**src/rtl/lcdldr_pkg.sv**
```systemverilog
// ----------------------------------------------------------------------------
// lcdldr_pkg: shared types and constants
// Result entry layout, output queue push group, register indexes and the
// fixed byte codes of the character display refresh block.
// ----------------------------------------------------------------------------
`default_nettype none

package lcdldr_pkg;

   localparam logic [7:0] CURSOR_CMD = 8'h80;
   localparam logic [7:0] SPACE_CHAR = 8'h20;

   // register indexes on the configuration port
   localparam logic REG_ROW0 = 1'b0;
   localparam logic REG_ROW1 = 1'b1;

   typedef struct packed {
      logic       is_command;
      logic [7:0] out_byte;
      logic       last;
   } rsp_entry_type;

   // up to two results handed to the output queue in one cycle
   typedef struct packed {
      logic [1:0]    count;
      rsp_entry_type first;
      rsp_entry_type second;
   } q_push_type;

endpackage

`default_nettype wire

```
**src/rtl/lcd_line_diff_refresh.sv**
```systemverilog
// ----------------------------------------------------------------------------
// lcd_line_diff_refresh: dirty-run refresh of a character display
// Compares each incoming character with a shadow copy of the screen and
// emits a cursor command at the start of each run of changed characters,
// followed by the changed characters themselves.
// ----------------------------------------------------------------------------
//
//   channel | dir | handshake              | payload
//   --------+-----+------------------------+-----------------------------------
//   req_    | in  | tvalid / tready        | tuser kind, tdata row + char_code
//   rsp_    | out | tvalid / tready        | tuser is_command, tdata out_byte,
//           |     |                        | tlast last
//   csr_    | in  | psel/penable/pwrite    | row0/row1 base addresses
//
// An item is accepted in any cycle in which stage one is empty or retires.
// Each item waits in stage one for its shadow read data, then its zero, one
// or two results land in a two-entry output queue; the first result is
// offered from the queue register once stage one has retired the item.
// Unchanged characters give no result and characters inside a run give
// one; a run start puts two results on the single result port.
// After reset the shadow reads as all zeros through per-entry known bits, so
// no clearing pass is needed; items are accepted from the first cycle.
// A stall on the result side fills the queue and then holds stage one.
// ----------------------------------------------------------------------------
`default_nettype none

module lcd_line_diff_refresh #(
   parameter int ROWS = 2,
   parameter int COLS = 16
) (
   input  logic        clock,
   input  logic        reset,
   // input item
   input  logic        req_tvalid,
   output logic        req_tready,
   input  logic [15:0] req_tdata,   // [0] row, [8:1] char_code, [15:9] zero
   input  logic        req_tuser,   // [0] kind
   // result item
   output logic        rsp_tvalid,
   input  logic        rsp_tready,
   output logic [7:0]  rsp_tdata,   // [7:0] out_byte
   output logic        rsp_tuser,   // [0] is_command
   output logic        rsp_tlast,
   // configuration
   input  logic        csr_psel,
   input  logic        csr_penable,
   input  logic        csr_pwrite,
   input  logic [2:0]  csr_paddr,
   input  logic [31:0] csr_pwdata,
   output logic [31:0] csr_prdata,
   output logic        csr_pready
);
   import lcdldr_pkg::*;

   localparam int DEPTH = ROWS * COLS;
   localparam int SW    = (DEPTH > 1) ? $clog2(DEPTH) : 1;
   localparam int CW    = (COLS > 1) ? $clog2(COLS) : 1;
   localparam logic [CW-1:0] COL_LAST = CW'(COLS - 1);
   localparam logic          ROW_LAST = 1'(ROWS - 1);

   // ---------------------------------------------------------------- config
   logic [6:0] row0_ff;
   logic [6:0] row1_ff;
   logic       csr_write;

   assign csr_pready = 1'b1;
   assign csr_write  = csr_psel && csr_penable && csr_pwrite && csr_pready;

   always_ff @(posedge clock) begin
      if (reset) begin
         row0_ff <= 7'd0;
         row1_ff <= 7'd64;
      end else if (csr_write) begin
         unique case (csr_paddr[2])
            REG_ROW0: row0_ff <= csr_pwdata[6:0];
            REG_ROW1: row1_ff <= csr_pwdata[6:0];
            default: begin
            end
         endcase
      end
   end

   always_comb begin
      unique case (csr_paddr[2])
         REG_ROW0: csr_prdata = {25'd0, row0_ff};
         REG_ROW1: csr_prdata = {25'd0, row1_ff};
         default:  csr_prdata = 32'd0;
      endcase
   end

   // -------------------------------------------------------- input decoding
   logic          in_kind;
   logic          in_row;
   logic [7:0]    in_code;
   logic          row_ok;
   logic          req_xfer;
   logic          in_paint;
   logic          load;

   assign in_kind  = req_tuser;
   assign in_row   = req_tdata[0];
   assign in_code  = req_tdata[8:1];
   // rows past the display are dropped without touching any state
   assign row_ok   = (ROWS > 1) || !in_row;
   assign req_xfer = req_tvalid && req_tready;
   assign in_paint = req_xfer && !in_kind && row_ok;
   assign load     = req_xfer && (in_kind || row_ok);

   // ------------------------------------------- stage zero: column tracking
   logic [CW-1:0] col_ff;
   logic          txt_end_ff;
   logic          s0_ended;
   logic [7:0]    s0_ch;
   logic          s0_eol;
   logic [SW-1:0] s0_slot;

   assign s0_ended = txt_end_ff || (in_code == 8'h00);
   assign s0_ch    = s0_ended ? SPACE_CHAR : in_code;
   assign s0_eol   = (col_ff == COL_LAST);
   assign s0_slot  = (in_row ? SW'(COLS) : SW'(0)) + SW'(col_ff);

   // advance the column and the end-of-text flag on every painted character
   always_ff @(posedge clock) begin
      if (reset) begin
         col_ff     <= '0;
         txt_end_ff <= 1'b0;
      end else if (in_paint) begin
         col_ff     <= s0_eol ? '0 : col_ff + 1'b1;
         txt_end_ff <= s0_eol ? 1'b0 : s0_ended;
      end
   end

   // ------------------------------------------------- stage one: compare
   logic          s1_vld_ff;
   logic          s1_inval_ff;
   logic          s1_row_ff;
   logic [CW-1:0] s1_col_ff;
   logic [7:0]    s1_ch_ff;
   logic [SW-1:0] s1_slot_ff;
   logic          s1_eol_ff;
   logic          s1_fwd_ff;
   logic [7:0]    s1_fwd_ch_ff;
   logic          shv_ff;
   logic          run_ff;

   logic [7:0]    sh_data;
   logic [7:0]    old_ch;
   logic          differs;
   logic [1:0]    n_res;
   logic [1:0]    q_room;
   logic          s1_retire;
   logic          fwd_hit;
   logic [6:0]    row_addr;
   q_push_type    push;
   rsp_entry_type head;

   // the shadow write of the retiring item lands at the same edge as the
   // read of the next one: hand its byte over directly on a slot match
   assign fwd_hit = s1_vld_ff && !s1_inval_ff && s1_retire && (s1_slot_ff == s0_slot);

   assign old_ch  = s1_fwd_ff ? s1_fwd_ch_ff : sh_data;
   assign differs = !shv_ff || (s1_ch_ff != old_ch);

   always_comb begin
      if (s1_inval_ff || !differs) begin
         n_res = 2'd0;
      end else if (run_ff) begin
         n_res = 2'd1;
      end else begin
         n_res = 2'd2;
      end
   end

   assign s1_retire  = s1_vld_ff && (n_res <= q_room);
   assign req_tready = !s1_vld_ff || s1_retire;

   always_ff @(posedge clock) begin
      if (load) begin
         s1_inval_ff  <= in_kind;
         s1_row_ff    <= in_row;
         s1_col_ff    <= col_ff;
         s1_ch_ff     <= s0_ch;
         s1_slot_ff   <= s0_slot;
         s1_eol_ff    <= s0_eol;
         s1_fwd_ff    <= fwd_hit;
         s1_fwd_ch_ff <= s1_ch_ff;
      end
   end

   always_ff @(posedge clock) begin
      if (reset) begin
         s1_vld_ff <= 1'b0;
         shv_ff    <= 1'b0;
         run_ff    <= 1'b0;
      end else begin
         if (load) begin
            s1_vld_ff <= 1'b1;
         end else if (s1_retire) begin
            s1_vld_ff <= 1'b0;
         end
         if (s1_retire) begin
            if (s1_inval_ff) begin
               // invalidate: drop validity only, keep the run state
               shv_ff <= 1'b0;
            end else begin
               // a changed character opens or extends a run; a match or a line end closes it
               run_ff <= s1_eol_ff ? 1'b0 : differs;
               if (s1_eol_ff && (s1_row_ff == ROW_LAST)) begin
                  shv_ff <= 1'b1;
               end
            end
         end
      end
   end

   lcdldr_shadow #(
      .DEPTH (DEPTH)
   ) u_shadow (
      .clock   (clock),
      .reset   (reset),
      .rd_en   (in_paint),
      .rd_addr (s0_slot),
      .rd_data (sh_data),
      .wr_en   (s1_retire && !s1_inval_ff),
      .wr_addr (s1_slot_ff),
      .wr_data (s1_ch_ff)
   );

   // ---------------------------------------------------- result assembly
   assign row_addr = s1_row_ff ? row1_ff : row0_ff;

   always_comb begin
      push.count             = s1_retire ? n_res : 2'd0;
      push.second.is_command = 1'b0;
      push.second.out_byte   = s1_ch_ff;
      push.second.last       = 1'b1;
      if (n_res == 2'd2) begin
         push.first.is_command = 1'b1;
         push.first.out_byte   = CURSOR_CMD | {1'b0, row_addr} | 8'(s1_col_ff);
         push.first.last       = 1'b0;
      end else begin
         push.first = push.second;
      end
   end

   lcdldr_rsp_queue u_rsp_queue (
      .clock      (clock),
      .reset      (reset),
      .push       (push),
      .room       (q_room),
      .rsp_tvalid (rsp_tvalid),
      .rsp_tready (rsp_tready),
      .head       (head)
   );

   assign rsp_tdata = head.out_byte;
   assign rsp_tuser = head.is_command;
   assign rsp_tlast = head.last;

   // ------------------------------------------------------------ checks
   // cursor commands always carry the set-address opcode bit
   a_cmd_opcode: assert property (@(posedge clock) disable iff (reset)
      rsp_tvalid && rsp_tuser |-> rsp_tdata[7])
      else $error("cursor command without opcode bit");

   // a cursor command never closes an item's results
   a_cmd_not_last: assert property (@(posedge clock) disable iff (reset)
      rsp_tvalid && rsp_tuser |-> !rsp_tlast)
      else $error("cursor command marked last");

   // the character of a run start is queued together with its command
   a_cmd_then_char: assert property (@(posedge clock) disable iff (reset)
      rsp_tvalid && rsp_tready && rsp_tuser |=> rsp_tvalid && !rsp_tuser)
      else $error("cursor command not followed by its character");

   // the column never runs past the last one
   a_col_range: assert property (@(posedge clock) disable iff (reset)
      col_ff <= COL_LAST)
      else $error("column out of range");

endmodule

`default_nettype wire

```
**src/rtl/lcdldr_shadow.sv**
```systemverilog
// ----------------------------------------------------------------------------
// lcdldr_shadow: shadow copy of the screen
// One write and one registered read per cycle; per-entry known bits make an
// entry that was never written read as zero.
// ----------------------------------------------------------------------------
`default_nettype none

module lcdldr_shadow #(
   parameter int  DEPTH = 32,
   localparam int AW    = (DEPTH > 1) ? $clog2(DEPTH) : 1
) (
   input  logic          clock,
   input  logic          reset,
   input  logic          rd_en,
   input  logic [AW-1:0] rd_addr,
   output logic [7:0]    rd_data,
   input  logic          wr_en,
   input  logic [AW-1:0] wr_addr,
   input  logic [7:0]    wr_data
);
   logic [7:0]       mem [DEPTH];
   logic [DEPTH-1:0] known_ff;
   logic [7:0]       rd_data_ff;
   logic             rd_known_ff;

   always_ff @(posedge clock) begin
      if (wr_en) begin
         mem[wr_addr] <= wr_data;
      end
      if (rd_en) begin
         rd_data_ff <= mem[rd_addr];
      end
   end

   always_ff @(posedge clock) begin
      if (reset) begin
         known_ff    <= '0;
         rd_known_ff <= 1'b0;
      end else begin
         if (wr_en) begin
            known_ff[wr_addr] <= 1'b1;
         end
         if (rd_en) begin
            rd_known_ff <= known_ff[rd_addr];
         end
      end
   end

   assign rd_data = rd_known_ff ? rd_data_ff : 8'h00;

endmodule

`default_nettype wire

```
**src/rtl/lcdldr_rsp_queue.sv**
```systemverilog
// ----------------------------------------------------------------------------
// lcdldr_rsp_queue: two-entry result queue
// Takes up to two results per cycle as room allows and presents one per cycle
// on the result channel while it is ready; reports how many entries are free for the next push.
// ----------------------------------------------------------------------------
`default_nettype none

module lcdldr_rsp_queue (
   input  logic                      clock,
   input  logic                      reset,
   input  lcdldr_pkg::q_push_type    push,
   output logic [1:0]                room,
   output logic                      rsp_tvalid,
   input  logic                      rsp_tready,
   output lcdldr_pkg::rsp_entry_type head
);
   import lcdldr_pkg::*;

   rsp_entry_type q0_ff, q0_in;
   rsp_entry_type q1_ff, q1_in;
   logic [1:0]    cnt_ff, cnt_in;
   logic [1:0]    base;
   logic          pop;

   assign pop  = (cnt_ff != 2'd0) && rsp_tready;
   assign base = cnt_ff - {1'b0, pop};
   assign room = 2'd2 - base;

   always_comb begin
      q0_in = pop ? q1_ff : q0_ff;
      q1_in = q1_ff;
      unique case (base)
         2'd0: begin
            q0_in = push.first;
            q1_in = push.second;
         end
         2'd1: begin
            q1_in = push.first;
         end
         default: begin
         end
      endcase
      cnt_in = base + push.count;
   end

   always_ff @(posedge clock) begin
      q0_ff <= q0_in;
      q1_ff <= q1_in;
   end

   always_ff @(posedge clock) begin
      if (reset) begin
         cnt_ff <= 2'd0;
      end else begin
         cnt_ff <= cnt_in;
      end
   end

   assign rsp_tvalid = (cnt_ff != 2'd0);
   assign head       = q0_ff;

endmodule

`default_nettype wire
```
**config.mk**
```make
export PLATFORM = sky130hd
export DESIGN_NAME = lcd_line_diff_refresh
export DESIGN_NICKNAME = d
export VERILOG_FILES = /design/src/rtl/lcdldr_pkg.sv /design/src/rtl/lcd_line_diff_refresh.sv /design/src/rtl/lcdldr_shadow.sv /design/src/rtl/lcdldr_rsp_queue.sv
export SDC_FILE = /design/constraint.sdc
export NUM_CORES = 1
export LEC_CHECK = 0
export ABC_AREA = 1
export BUFFER_PORTS_ARGS = -buffer_cell sky130_fd_sc_hd__buf_4
export CAP_MARGIN = 20
export CORE_MARGIN = 4
export CORE_UTILIZATION = 35
export DETAILED_ROUTE_END_ITERATION = 10
export GPL_ROUTABILITY_DRIVEN = 0
export SETUP_SLACK_MARGIN = 0.02
export SLEW_MARGIN = 5
export SYNTH_ARGS = -nofsm -noshare
export SYNTH_HDL_FRONTEND = slang
export SYNTH_SLANG_ARGS = --single-unit
```
**constraint.sdc**
```tcl
create_clock -name clock -period 6.4 [get_ports clock]
set_clock_uncertainty 0.15 [all_clocks]
set_input_delay 0.32 -clock clock [delete_from_list [all_inputs] [get_ports clock]]
set_output_delay 0.32 -clock clock [all_outputs]
set_load 0.01 [all_outputs]
```
==> results by group, run 1 <==
Die
  – IO Pins: between 100 and 150
  – Initial Utilization: a little over a third
  – Area of the die: ~0.047 sq mm
  – Die Wd: between 200 and 250 um
  – Rows: between 70 and 80
  – Core area: between 0.04 and 0.05 sq mm
  – Die Ht: around 220 um

Timing
  – Normalized max-slew margin: about a third
  – Measured slew at the worst slew-check pin: around 0.97 ns
  – Pins Over Slew Limit: 0
  – FMAX: ~0.22 GHz
  – Period utilization: between 70% and 80%
  – Setup TNS: 0 ns
  – RSZ-0062 raised after global routing: no
  – Hold Vio Cnt, Final: 0
  – Minimum clock period: 4.53 ns
  – WHS: between 0.02 and 0.03 ns
  – Final setup vio count: 0

Critical path
  – Worst r2r dst: u_shadow.mem[29][1]$_DFFE_PP_
  – FF-to-FF setup slack: 1.87 ns
  – CP max FO: 34
  – CP arrival: 4.53 ns
  – Critical path capture point type: flop
  – Path depth of the worst reg2reg path: 16
  – Crit path kind: reg2reg
  – Critical R2R Launch: s1_ch_ff[5]$_SDFFCE_PP1P_
  – CP required: roughly 6.4 ns
  – Critical path startpoint category: flop

Power and ir drop
  – Overall Power: roughly 6.3 mW
  – Peak supply drop: around 230 uV
  – Static leakage: roughly 6.3 nW
  – Switch Pwr: 1.84 mW
  – Clock power share: 33.6%
  – Int Pwr: between 4 and 5 mW
  – Comb pwr share: approximately a fifth
  – Sequential power share: a little under half
  – Power Density: between 300 and 400 mW/mm^2
  – Sw frac: between 20% and 30%

Final layout
  – Area delta synth->final: 14.0%
  – # nets final: ~1,500
  – Layout cells sized above 1: about 11%

Clock tree
  – CTS tree: yes
  – Post-CTS Setup Bufs: 0
  – Htree depth: 2
  – Worst-skew pair later-pin latency: about 0.52 ns
  – # hold bufs at CTS: 17
  – CTS Root Cell: clkbuf_16
  – Total CTS buffers: 38
  – Worst-path clk slew: around 0.060 ns
  – Post_cts resized: 0
  – Max clock buf depth: 3
  – Clk sink count: about 370

Placed design
  – Post-DP HPWL: between 20,000 and 25,000 um
  – IO buf count: between 40 and 50

Global route
  – Vias in the first global route: approximately 9,800
  – Largest net degree at the start of global routing: between 70 and 80
  – Global-route wire length before repair: 56,700 um
  – GRT Overall Usage: between 15 and 20%
  – Initial antenna violation count: 0
  – Total gr overflow: 0

Synth
  – Yosys top cell by area: edfxtp_1
  – Synthesized flop and latch total: ~370
  – Post-Syn Instances: approximately 1,400
  – Top cells by area, synth: edfxtp_1 60%, dfxtp_1 7.4%, nor2_1 5.5%, o21ai_0 4.9%, nand2_1 4.4%
  – Mapped cell area: around 0.015 sq mm
  – Predominant post-synthesis flop cell: edfxtp_1
  – Commonest cells in the netlist: 308 x edfxtp_1, 224 x nor2_1, 180 x nand2_1
  – Synth unique cells: 47
  – Sequential area share after synthesis: 67.4%
  – Yosys warnings: 0
  – Synth Area per Inst: approximately 11 sq um
  – Most frequent cell after synthesis: edfxtp_1
  – Async SR Flop Fraction: 0%
  – EDFF count, synth: ~300
  – Post-synth top area share: around 60%

Min path
  – Worst hold start: req_tvalid
  – Worst Hold End: s1_vld_ff$_SDFFE_PP0P_
  – Hold depth: 3
  – Type of the worst min-delay path: in2reg

Detailed routing
  – DRC Markers: 0
  – First DRT Iteration DRCs: slightly above 1,000
  – Final ANT Viol Nets: 0
  – DR pass1 iterations: 5
  – Final WL: approximately 37,000 um
  – Via count: about 10,000
  – Vias/cell: slightly above 5
  – Routed len/inst: 17.9 um

Status
  – Status: finished, final reports clean

Run
  – Max Cap Viol: 0
==> registers in the layout (all words and copies together), names as in the netlist <==
register	cells
s1_col_ff	3
u_rsp_queue.cnt_ff	2
s1_row_ff	1
shv_ff	1
s1_fwd_ff	1
u_shadow.rd_known_ff	1
txt_end_ff	1
s1_ch_ff	8
run_ff	1
u_shadow.rd_data_ff	8
s1_eol_ff	1
u_rsp_queue.head	10
row0_ff	7
u_rsp_queue.q1_ff	10
row1_ff	7
s1_vld_ff	1
s1_slot_ff	1
s1_fwd_ch_ff	8
u_shadow.known_ff	32
s1_inval_ff	1
u_shadow.mem	256
col_ff	4
==> through the flow <==
stage	worst slack [ns]	instances	instance area (sq um)	util, %
2_1_floorplan	2.75	1418	15500	-
5_1_grt	1.56	2053	17600	40.6
6_report	1.87	2054	17600	40.6
4_1_cts	1.89	2053	17600	40.6
3_3_place_gp	1.97	1966	16200	37.4
3_5_place_dp	1.89	1966	16200	37.4
==> worst max-delay path, stage by stage (launching register included) <==
cell and delay (ns):
edfxtp_1 0.32, buf_4 0.38, inv_1 0.18, a21oi_1 0.18, nand2_1 0.07, nor2_2 0.12, nand3_2 0.24, nand3_4 0.25
inv_1 0.13, ha_1 0.32, inv_1 0.06, nor2_1 0.05, o21ai_1 0.12, nand2_1 0.12, nor2_2 0.23, nand3_1 0.37
nor2_1 0.86
==> cell usage in the layout (no fill, tap or decap), types with 14 or more instances in the layout <==
| cell | instances |
|---|---|
| edfxtp_1 | 308 |
| nor2_1 | 224 |
| nand2_1 | 180 |
| o21ai_0 | 152 |
| inv_1 | 100 |
| buf_4 | 65 |
| nand3_1 | 60 |
| dfxtp_1 | 55 |
| clkbuf_16 | 41 |
| a21oi_1 | 33 |
| o221ai_1 | 32 |
| conb_1 | 26 |
| o211ai_1 | 18 |
| dlygate4sd3_1 | 17 |
| o22ai_1 | 16 |
| clkinv_1 | 14 |
==> cells by family (layout without fill, tap and decap cells) <==
kind of cell / count (synthesis) / count (layout) / share of synthesized area (%)
and+or+nand+nor: 508 / 508 / 14.0
DFF: 365 / 365 / 67.4
AOI/OAI and AO/OA: 290 / 290 / 11.2
buffers and inverters: 215 / 265 / 6.41
adders and majority gates: 7 / 7 / 0.568
xor gates and xnor gates: 7 / 7 / 0.398
other: 2 / 27 / 0.0487
==> final cells by class <==
type	count	area [sq um]
clock inverters	19	110
flip-flops and latches	365	10400
repair buffers	82	658
clock buffers	51	1100
inverters	113	435
diodes	1	2.50
fillers	4105	25700
multi-input cells	838	4120
well taps	585	732
==> how the worst max path moves through the flow <==
stage | from | endpoint | slack (ns) | cells past startpoint
final | s1_ch_ff[5]$_SDFFCE_PP1P_ | u_shadow.mem[29][1]$_DFFE_PP_ | 1.87 | 16
after global routing | s1_fwd_ff$_DFFE_PP_ | u_shadow.mem[29][1]$_DFFE_PP_ | 1.56 | 18
after CTS | s1_ch_ff[5]$_SDFFCE_PP1P_ | u_shadow.mem[29][1]$_DFFE_PP_ | 1.89 | 16
after detailed placement | s1_ch_ff[5]$_SDFFCE_PP1P_ | u_shadow.mem[29][4]$_DFFE_PP_ | 1.89 | 16
after global placement | s1_ch_ff[5]$_SDFFCE_PP1P_ | u_shadow.mem[29][1]$_DFFE_PP_ | 1.97 | 16
after floorplan | s1_ch_ff[5]$_SDFFCE_PP1P_ | u_shadow.mem[28][0]$_DFFE_PP_ | 2.75 | 16
==> layer usage <==
layer	part of all wire (%)	GRT usage [%]
met5	0	0
met4	2.7	5.31
met3	6.3	2.31
met2	47	24.7
met1	44	20.7
==> power by group through the flow <==
stage,Sequential (mW),Combinational [mW],Clock (mW)
final,2.97,1.23,2.13
after global routing,2.99,1.37,2.26
after CTS,2.97,1.23,2.17
after detailed placement,3.02,1.22,0
after global placement,3.02,1.19,0
after floorplan,3.03,0.806,0
No activity file was read; power rests on OpenSTA's default activity.
==> run 2, diff against run 1 <==
ABC_AREA = 0   (was 1)
clock period = 4.65 ns   (was 6.4 ns; I/O delays follow)
==> run 2 against run 1 <==
Maximum frequency grew 3.6%. Sequential share of layout area grew 0.082 points. Synthesized area shrank 2.4%. Hold slack gained 0.016 ns. Final cell count shrank 24%. Synthesized cell count shrank 36%. Die area shrank 2.4%. Critical path depth shrank 4. Setup slack lost 1.6 ns. Global-route usage shrank 0.88 points. Flip-flop and latch count is the same. Register-to-register slack lost 1.6 ns. Critical path type unchanged.
==> results by group, run 2 <==
Status
  – Status: finished, final reports clean (unchanged)

Critical path
  – CP cell instances: clkbuf_4, a221o_1, a222oi_1, and3_1, nor2_1, ha_1, nor2b_1, o21ai_0, nand3b_1, or3_1, nor2_1, buf_4 (was buf_4, inv_1, a21oi_1, nand2_1, nor2_2, nand3_2, nand3_4, inv_1, ha_1, inv_1, nor2_1, o21ai_1, nand2_1, nor2_2, nand3_1, nor2_1)
  – Critical path capture point type: flop (unchanged)
  – CP max stage delay: 0.63 ns (was 0.86 ns)
  – Slowest cell on crit path: or3_1 (was nor2_1)
  – Critical Path Most Common Cell: nor2_1 (was inv_1)
  – CP arrival: 4.45 ns (was 4.53 ns)
  – CP required: 4.73 ns (was 6.40 ns)
  – Crit path kind: reg2reg (unchanged)
  – CP max FO: 11 (was 34)
  – Critical path startpoint category: flop (unchanged)

Clock tree
  – Worst-path clk slew: 0.06 ns (about the same)
  – Total CTS buffers: 39 (was 38)
  – CTS tree: yes (unchanged)
  – CTS Root Cell: clkbuf_16 (unchanged)
  – Htree depth: 2 (unchanged)
  – Max clock buf depth: 3 (unchanged)
  – Clk sink count: 365 (unchanged)
  – Worst-skew pair later-pin latency: 0.53 ns (was 0.52 ns)

Synth
  – Async SR Flop Fraction: 0% (unchanged)
  – Post-Syn Instances: 890 (was 1,394)
  – Sequential area share after synthesis: 69.1% (was 67.4%)
  – Predominant post-synthesis flop cell: edfxtp_1 (unchanged)
  – Most frequent cell after synthesis: edfxtp_1 (unchanged)
  – Yosys warnings: 0 (unchanged)
  – Top cells by area, synth: edfxtp_1 62%, mux4_2 13%, dfxtp_1 7.6%, nor2_1 2.1%, a21oi_1 1.8% (was edfxtp_1 60%, dfxtp_1 7.4%, nor2_1 5.5%, o21ai_0 4.9%, nand2_1 4.4%)
  – Yosys top cell by area: edfxtp_1 (unchanged)
  – Mapped cell area: 0.0150 sq mm (was 0.0154 sq mm)
  – Synthesized flop and latch total: 365 (unchanged)
  – EDFF count, synth: 308 (unchanged)
  – Synth Area per Inst: 16.9 sq um (was 11.1 sq um)
  – Post-synth top area share: 61.5% (was 60.0%)
  – Synth unique cells: 53 (was 47)
  – Commonest cells in the netlist: 308 x edfxtp_1, 88 x mux4_2, 86 x nor2_1 (was 308 x edfxtp_1, 224 x nor2_1, 180 x nand2_1)

Final layout
  – Top reg by flops: u_shadow.mem (unchanged)
  – Fin cells: 1,568 (was 2,054)
  – ANT cells: 0 (was 1)
  – Max FFs per register: 256 (unchanged)
  – Area delta synth->final: 16.7% (was 14.0%)
  – Most frequent cells in the layout: 308 x edfxtp_1, 104 x buf_4, 88 x mux4_2 (was 308 x edfxtp_1, 224 x nor2_1, 180 x nand2_1)
  – # nets final: 1,067 (was 1,504)
  – Layout cells sized above 1: 27.4% (was 10.8%)
  – Largest regs: u_shadow.mem x256, u_shadow.known_ff x32 (unchanged)
  – Most common cell after layout, fill and taps aside: edfxtp_1 (unchanged)

Die
  – IO Pins: 104 (unchanged)
  – Die Ht: 215 um (was 218 um)
  – Rows: 75 (was 76)
  – Core area: 0.0422 sq mm (was 0.0433 sq mm)
  – Die Wd: 215 um (was 218 um)
  – Initial Utilization: 35.6% (about the same)
  – Area of the die: 0.0463 sq mm (was 0.0474 sq mm)

Detailed routing
  – Final WL: 33,400 um (was 36,700 um)
  – DRC Markers: 0 (unchanged)
  – Routed len/inst: 21.3 um (was 17.9 um)
  – Vias/cell: 5.17 (was 5.03)
  – Via count: 8,113 (was 10,300)
  – First DRT Iteration DRCs: 643 (was 1,017)
  – Final ANT Viol Nets: 0 (unchanged)
  – DR pass1 iterations: 5 (unchanged)

Timing
  – Measured slew at the worst slew-check pin: 1.11 ns (was 0.967 ns)
  – Pins Over Slew Limit: 0 (unchanged)
  – RSZ-0062 raised after global routing: no (unchanged)
  – Setup TNS: 0 ns (unchanged)
  – Hold Vio Cnt, Final: 0 (unchanged)
  – Minimum clock period: 4.37 ns (was 4.53 ns)
  – Final setup vio count: 0 (unchanged)
  – Normalized max-slew margin: 25.8% (was 35.3%)
  – FMAX: 0.229 GHz (was 0.221 GHz)
  – Period utilization: 94.1% (was 70.8%)

Placed design
  – Post-DP HPWL: 21,400 um (was 22,200 um)
  – IO buf count: 43 (unchanged)
  – Post-Place Cells: 1,480 (was 1,966)

Power and ir drop
  – Overall Power: 8.66 mW (was 6.32 mW)
  – Power Density: 494 mW/mm^2 (was 360 mW/mm^2)
  – Static leakage: 5.88 nW (was 6.32 nW)
  – Peak supply drop: 249 uV (was 233 uV)

Global route
  – GRT Overall Usage: 14.3% (was 15.1%)
  – Vias in the first global route: 8,260 (was 9,758)
  – Global-route wire length before repair: 51,100 um (was 56,700 um)
  – Total gr overflow: 0 (unchanged)
  – Initial antenna violation count: 0 (unchanged)
  – Largest net degree at the start of global routing: 71 (was 76)

Run
  – Max Cap Viol: 0 (unchanged)

Min path
  – Type of the worst min-delay path: in2reg (unchanged)
## run 2: report_power, final
part           switching, mW  internal (mW)
Combinational          0.933          0.652
Sequential             0.204           3.98
Clock                   1.21           1.68
## run 2: routing by layer
| metal | vias up | wire (um) | global-route usage (%) |
|---|---|---|---|
| li1 | 3664 | - | - |
| met1 | 4172 | 14900 | 20.4 |
| met2 | 227 | 15900 | 22.7 |
| met3 | 50 | 1860 | 2.71 |
| met4 | 0 | 627 | 3.65 |
| met5 | - | 0 | 0 |
## run 2: timing repair
action	4_1_cts	5_1_grt
buffers inserted	0	1
endpoints found under the setup margin	0	119
endpoints found under the hold margin	26	0
gates resized for setup	0	0
hold buffers	18	0
## run 2: cell type report
class / count / area [sq um]
Clock buffer: 52 / 1080
Clock inverter: 17 / 109
Fill cell: 3766 / 24700
Inverter: 5 / 18.8
Multi-Input combinational cell: 466 / 4270
Sequential cell: 365 / 10400
Tap cell: 539 / 674
Timing Repair Buffer: 124 / 988
## run 2: worst max-delay path, delay by kind of cell, from the launching register on
family	cells	cell delay, ns
AOI/OAI and AO/OA	3	1.00
adders and majority gates	1	0.32
buffers and inverters	2	0.44
DFF	1	0.52
and+or+nand+nor	6	1.62
## run 2: stage by stage
step	utilization [%]	instance area [sq um]	worst slack, ns	hold slack (ns)
6_report	41.5	17500	0.276	0.0411
3_3_place_gp	38.3	16200	0.356	0.292
2_1_floorplan	-	15100	0.431	0.181
4_1_cts	41.5	17500	0.253	0.0274
3_5_place_dp	38.3	16200	0.313	0.298
5_1_grt	41.5	17500	0.0351	0.0636
## run 2: logic make-up (layout without fill, tap and decap cells)
| group | after synthesis | in the layout | synth area share (%) |
|---|---|---|---|
| flip-flops | 365 | 365 | 69.1 |
| AND/OR/NAND/NOR | 200 | 200 | 6.65 |
| multiplexers | 125 | 125 | 16.0 |
| AO/OA/AOI/OAI | 100 | 100 | 4.01 |
| buffers and inverters | 83 | 198 | 3.08 |
| XOR/XNOR | 8 | 8 | 0.466 |
| adder cells (fa/ha/maj) | 7 | 7 | 0.583 |
| other | 2 | 26 | 0.0500 |
## run 2: path summary, 6_finish.rpt
kind,depth (start not counted),end,slack [ns],start
setup / recovery,12,u_shadow.mem[8][5]$_DFFE_PP_,0.28,s1_fwd_ff$_DFFE_PP_
hold / removal,2,row0_ff[5]$_SDFFE_PP0P_,0.04,reset
setup reg to reg,12,u_shadow.mem[8][5]$_DFFE_PP_,0.28,s1_fwd_ff$_DFFE_PP_
hold reg to reg,2,u_shadow.known_ff[30]$_SDFFE_PP0N_,0.31,u_shadow.known_ff[30]$_SDFFE_PP0N_
==> run 3, diff against run 2 <==
ABC_AREA = 1   (was 0)
CTS_BUF_LIST = sky130_fd_sc_hd__clkbuf_4 sky130_fd_sc_hd__clkbuf_8   (was default)
CTS_CLUSTER_DIAMETER = 200   (was default)
==> run 3 against run 2 <==
Sequential power decreased by 3%. First-iteration DRC count up 60%. Non-clock buffer count shrank 21. Clock power is 4% lower. Setup slack gained 0.24 ns. Combinational power rose by 8%. Hold slack improved by 0.014 ns. Power down 1.3%. Die area is 2.4% higher. Via count is 29% higher.
==> results by group, run 3 (synthesis gave the netlist of run 1 again) <==
Clock tree
  – Worst-path clk slew: 0.06 ns (about the same)
  – Worst-skew pair later-pin latency: 0.61 ns (was 0.53 ns)
  – # hold bufs at CTS: 19 (was 18)
  – Clk sink count: 365 (unchanged)
  – Post_cts resized: 0 (unchanged)
  – CTS Root Cell: clkbuf_8 (was clkbuf_16)
  – Htree depth: 2 (unchanged)
  – Total CTS buffers: 58 (was 39)
  – Max clock buf depth: 3 (unchanged)
  – CTS tree: yes (unchanged)
  – Post-CTS Setup Bufs: 0 (unchanged)

Final layout
  – Most common cell after layout, fill and taps aside: edfxtp_1 (unchanged)
  – Layout cells sized above 1: 15.0% (was 27.4%)
  – Top reg by flops: u_shadow.mem (unchanged)
  – Most frequent cells in the layout: 308 x edfxtp_1, 224 x nor2_1, 180 x nand2_1 (was 308 x edfxtp_1, 104 x buf_4, 88 x mux4_2)
  – # nets final: 1,545 (was 1,067)
  – Max FFs per register: 256 (unchanged)
  – ANT cells: 0 (unchanged)
  – Largest regs: u_shadow.mem x256, u_shadow.known_ff x32 (unchanged)
  – Area delta synth->final: 15.2% (was 16.7%)

Die
  – IO Pins: 104 (unchanged)
  – Core area: 0.0433 sq mm (was 0.0422 sq mm)
  – Die Wd: 218 um (was 215 um)
  – Die Ht: 218 um (was 215 um)
  – Rows: 76 (was 75)
  – Initial Utilization: 35.6% (about the same)
  – Area of the die: 0.0474 sq mm (was 0.0463 sq mm)

Critical path
  – Critical path capture point type: flop (unchanged)
  – Critical R2R Launch: s1_fwd_ff$_DFFE_PP_ (unchanged)
  – CP required: 4.76 ns (was 4.73 ns)
  – Critical Path Most Common Cell: nand2_1 (was nor2_1)
  – Family with the most delay on the worst path: simple AND/OR/NAND/NOR gates (unchanged)
  – Bufs and invs on worst path: 5 (was 2)
  – CP max FO: 12 (was 11)
  – Crit path from: s1_fwd_ff$_DFFE_PP_ (unchanged)
  – CP max stage delay: 0.59 ns (was 0.63 ns)
  – Number of cells on the critical path: 20 (was 12)
  – Critical path startpoint category: flop (unchanged)
  – CP cell instances: inv_6, nand3_2, nand2_1, nand2_1, nand2_1, nand2_1, nor2_1, nand3_2, nand3_4, inv_1, ha_1, inv_1, nor2_1, o21ai_1, nand2_1, nor2_2, inv_2, nor3_2, nand2_1, inv_1 (was clkbuf_4, a221o_1, a222oi_1, and3_1, nor2_1, ha_1, nor2b_1, o21ai_0, nand3b_1, or3_1, nor2_1, buf_4)
  – Slowest cell on crit path: edfxtp_1 (was or3_1)
  – FF-to-FF setup slack: 0.52 ns (was 0.28 ns)
  – Crit path kind: reg2reg (unchanged)
  – Path depth of the worst reg2reg path: 20 (was 12)
  – Worst r2r dst: u_shadow.mem[31][4]$_DFFE_PP_ (was u_shadow.mem[8][5]$_DFFE_PP_)
  – CP arrival: 4.25 ns (was 4.45 ns)

Timing
  – Measured slew at the worst slew-check pin: 0.740 ns (was 1.11 ns)
  – Pins Over Slew Limit: 0 (unchanged)
  – Setup TNS: 0 ns (unchanged)
  – Minimum clock period: 4.13 ns (was 4.37 ns)
  – Hold Vio Cnt, Final: 0 (unchanged)
  – Final setup vio count: 0 (unchanged)
  – FMAX: 0.242 GHz (was 0.229 GHz)
  – Normalized max-slew margin: 50.4% (was 25.8%)
  – RSZ-0062 raised after global routing: no (unchanged)
  – Period utilization: 88.9% (was 94.1%)

Global route
  – Vias in the first global route: 10,300 (was 8,260)
  – Largest net degree at the start of global routing: 161 (was 71)
  – Global-route wire length before repair: 58,100 um (was 51,100 um)
  – Initial antenna violation count: 0 (unchanged)
  – GRT Overall Usage: 15.5% (was 14.3%)
  – Total gr overflow: 0 (unchanged)

Detailed routing
  – Via count: 10,500 (was 8,113)
  – Final ANT Viol Nets: 0 (unchanged)
  – Routed len/inst: 17.6 um (was 21.3 um)
  – DR pass1 iterations: 7 (was 5)
  – Final WL: 37,200 um (was 33,400 um)
  – DRC Markers: 0 (unchanged)
  – Vias/cell: 4.97 (was 5.17)
  – First DRT Iteration DRCs: 1,028 (was 643)

Run
  – Max Cap Viol: 0 (unchanged)

Min path
  – Type of the worst min-delay path: in2reg (unchanged)
  – Worst Hold End: row1_ff[6]$_SDFFE_PP1P_ (was row0_ff[5]$_SDFFE_PP0P_)
  – Worst hold start: csr_pwrite (was reset)
  – Hold depth: 4 (was 2)

Power and ir drop
  – Overall Power: 8.55 mW (was 8.66 mW)
  – Static leakage: 6.49 nW (was 5.88 nW)
  – Peak supply drop: 240 uV (was 249 uV)
  – Power Density: 482 mW/mm^2 (was 494 mW/mm^2)

Status
  – Status: finished, final reports clean (unchanged)

Placed design
  – IO buf count: 43 (unchanged)
  – Post-DP HPWL: 22,100 um (was 21,400 um)
## run 3: cell count changes in the layout (fill, tap and decap cells not counted), moves of 32 or more
cell,before,now
mux4_2,88,0
o221ai_1,0,32
nor2_1,86,224
nand3_1,5,60
clkbuf_4,1,33
inv_1,5,100
nand2_1,35,180
o21ai_0,5,152
clkbuf_8,3,66
clkbuf_16,40,0
## run 3: how the worst max path moves through the flow
| stage | slack (ns) | to |
|---|---|---|
| 2_1_floorplan | 1.0 | u_shadow.mem[28][0]$_DFFE_PP_ |
| 3_3_place_gp | 0.50 | u_shadow.mem[31][2]$_DFFE_PP_ |
| 6_report | 0.52 | u_shadow.mem[31][4]$_DFFE_PP_ |
| 5_1_grt | 0.13 | u_shadow.mem[11][0]$_DFFE_PP_ |
| 4_1_cts | 0.45 | u_shadow.mem[23][5]$_DFFE_PP_ |
| 3_5_place_dp | 0.45 | u_shadow.mem[7][0]$_DFFE_PP_ |
## run 3: worst register-to-register path: stages (launching register included)
cell and delay [ns]:
edfxtp_1 0.59, inv_6 0.17, nand3_2 0.08, nand2_1 0.08
nand2_1 0.05, nand2_1 0.05, nand2_1 0.05, nor2_1 0.11
nand3_2 0.12, nand3_4 0.16, inv_1 0.10, ha_1 0.31
inv_1 0.06, nor2_1 0.05, o21ai_1 0.11, nand2_1 0.11
nor2_2 0.20, inv_2 0.16, nor3_2 0.59, nand2_1 0.15
inv_1 0.35
## run 3: final cells by class
type / instances / area [sq um]
Sequential cell: 365 / 10400
Inverter: 113 / 435
Timing Repair Buffer: 103 / 858
Clock inverter: 10 / 47.5
Clock buffer: 99 / 1160
Multi-Input combinational cell: 838 / 4120
Tap cell: 585 / 732
Fill cell: 4105 / 25500
## run 3: metrics by stage
| step | hold WS (ns) | cells | worst slack (ns) | utilization, % | area [sq um] |
|---|---|---|---|---|---|
| floorplan | 0.181 | 1418 | 0.996 | - | 15500 |
| global placement | 0.293 | 1985 | 0.499 | 37.8 | 16400 |
| detailed placement | 0.299 | 1985 | 0.454 | 37.8 | 16400 |
| CTS | 0.0263 | 2113 | 0.447 | 41.0 | 17700 |
| global route | 0.0931 | 2113 | 0.125 | 41.0 | 17700 |
| finish | 0.0553 | 2113 | 0.515 | 41.0 | 17700 |
## run 3: per-layer routing
layer,track usage (%),vias to the layer above,wire [um]
li1,-,5012,-
met5,0,-,0
met4,5.92,0,1380
met3,3.05,72,2740
met1,20.9,5027,16100
met2,25.0,388,16900
## run 3: power breakdown
part	switching [mW]	internal (mW)	total, mW
clock network	1.20	1.55	2.76
logic	1.20	0.507	1.71
registers	0.119	3.96	4.08
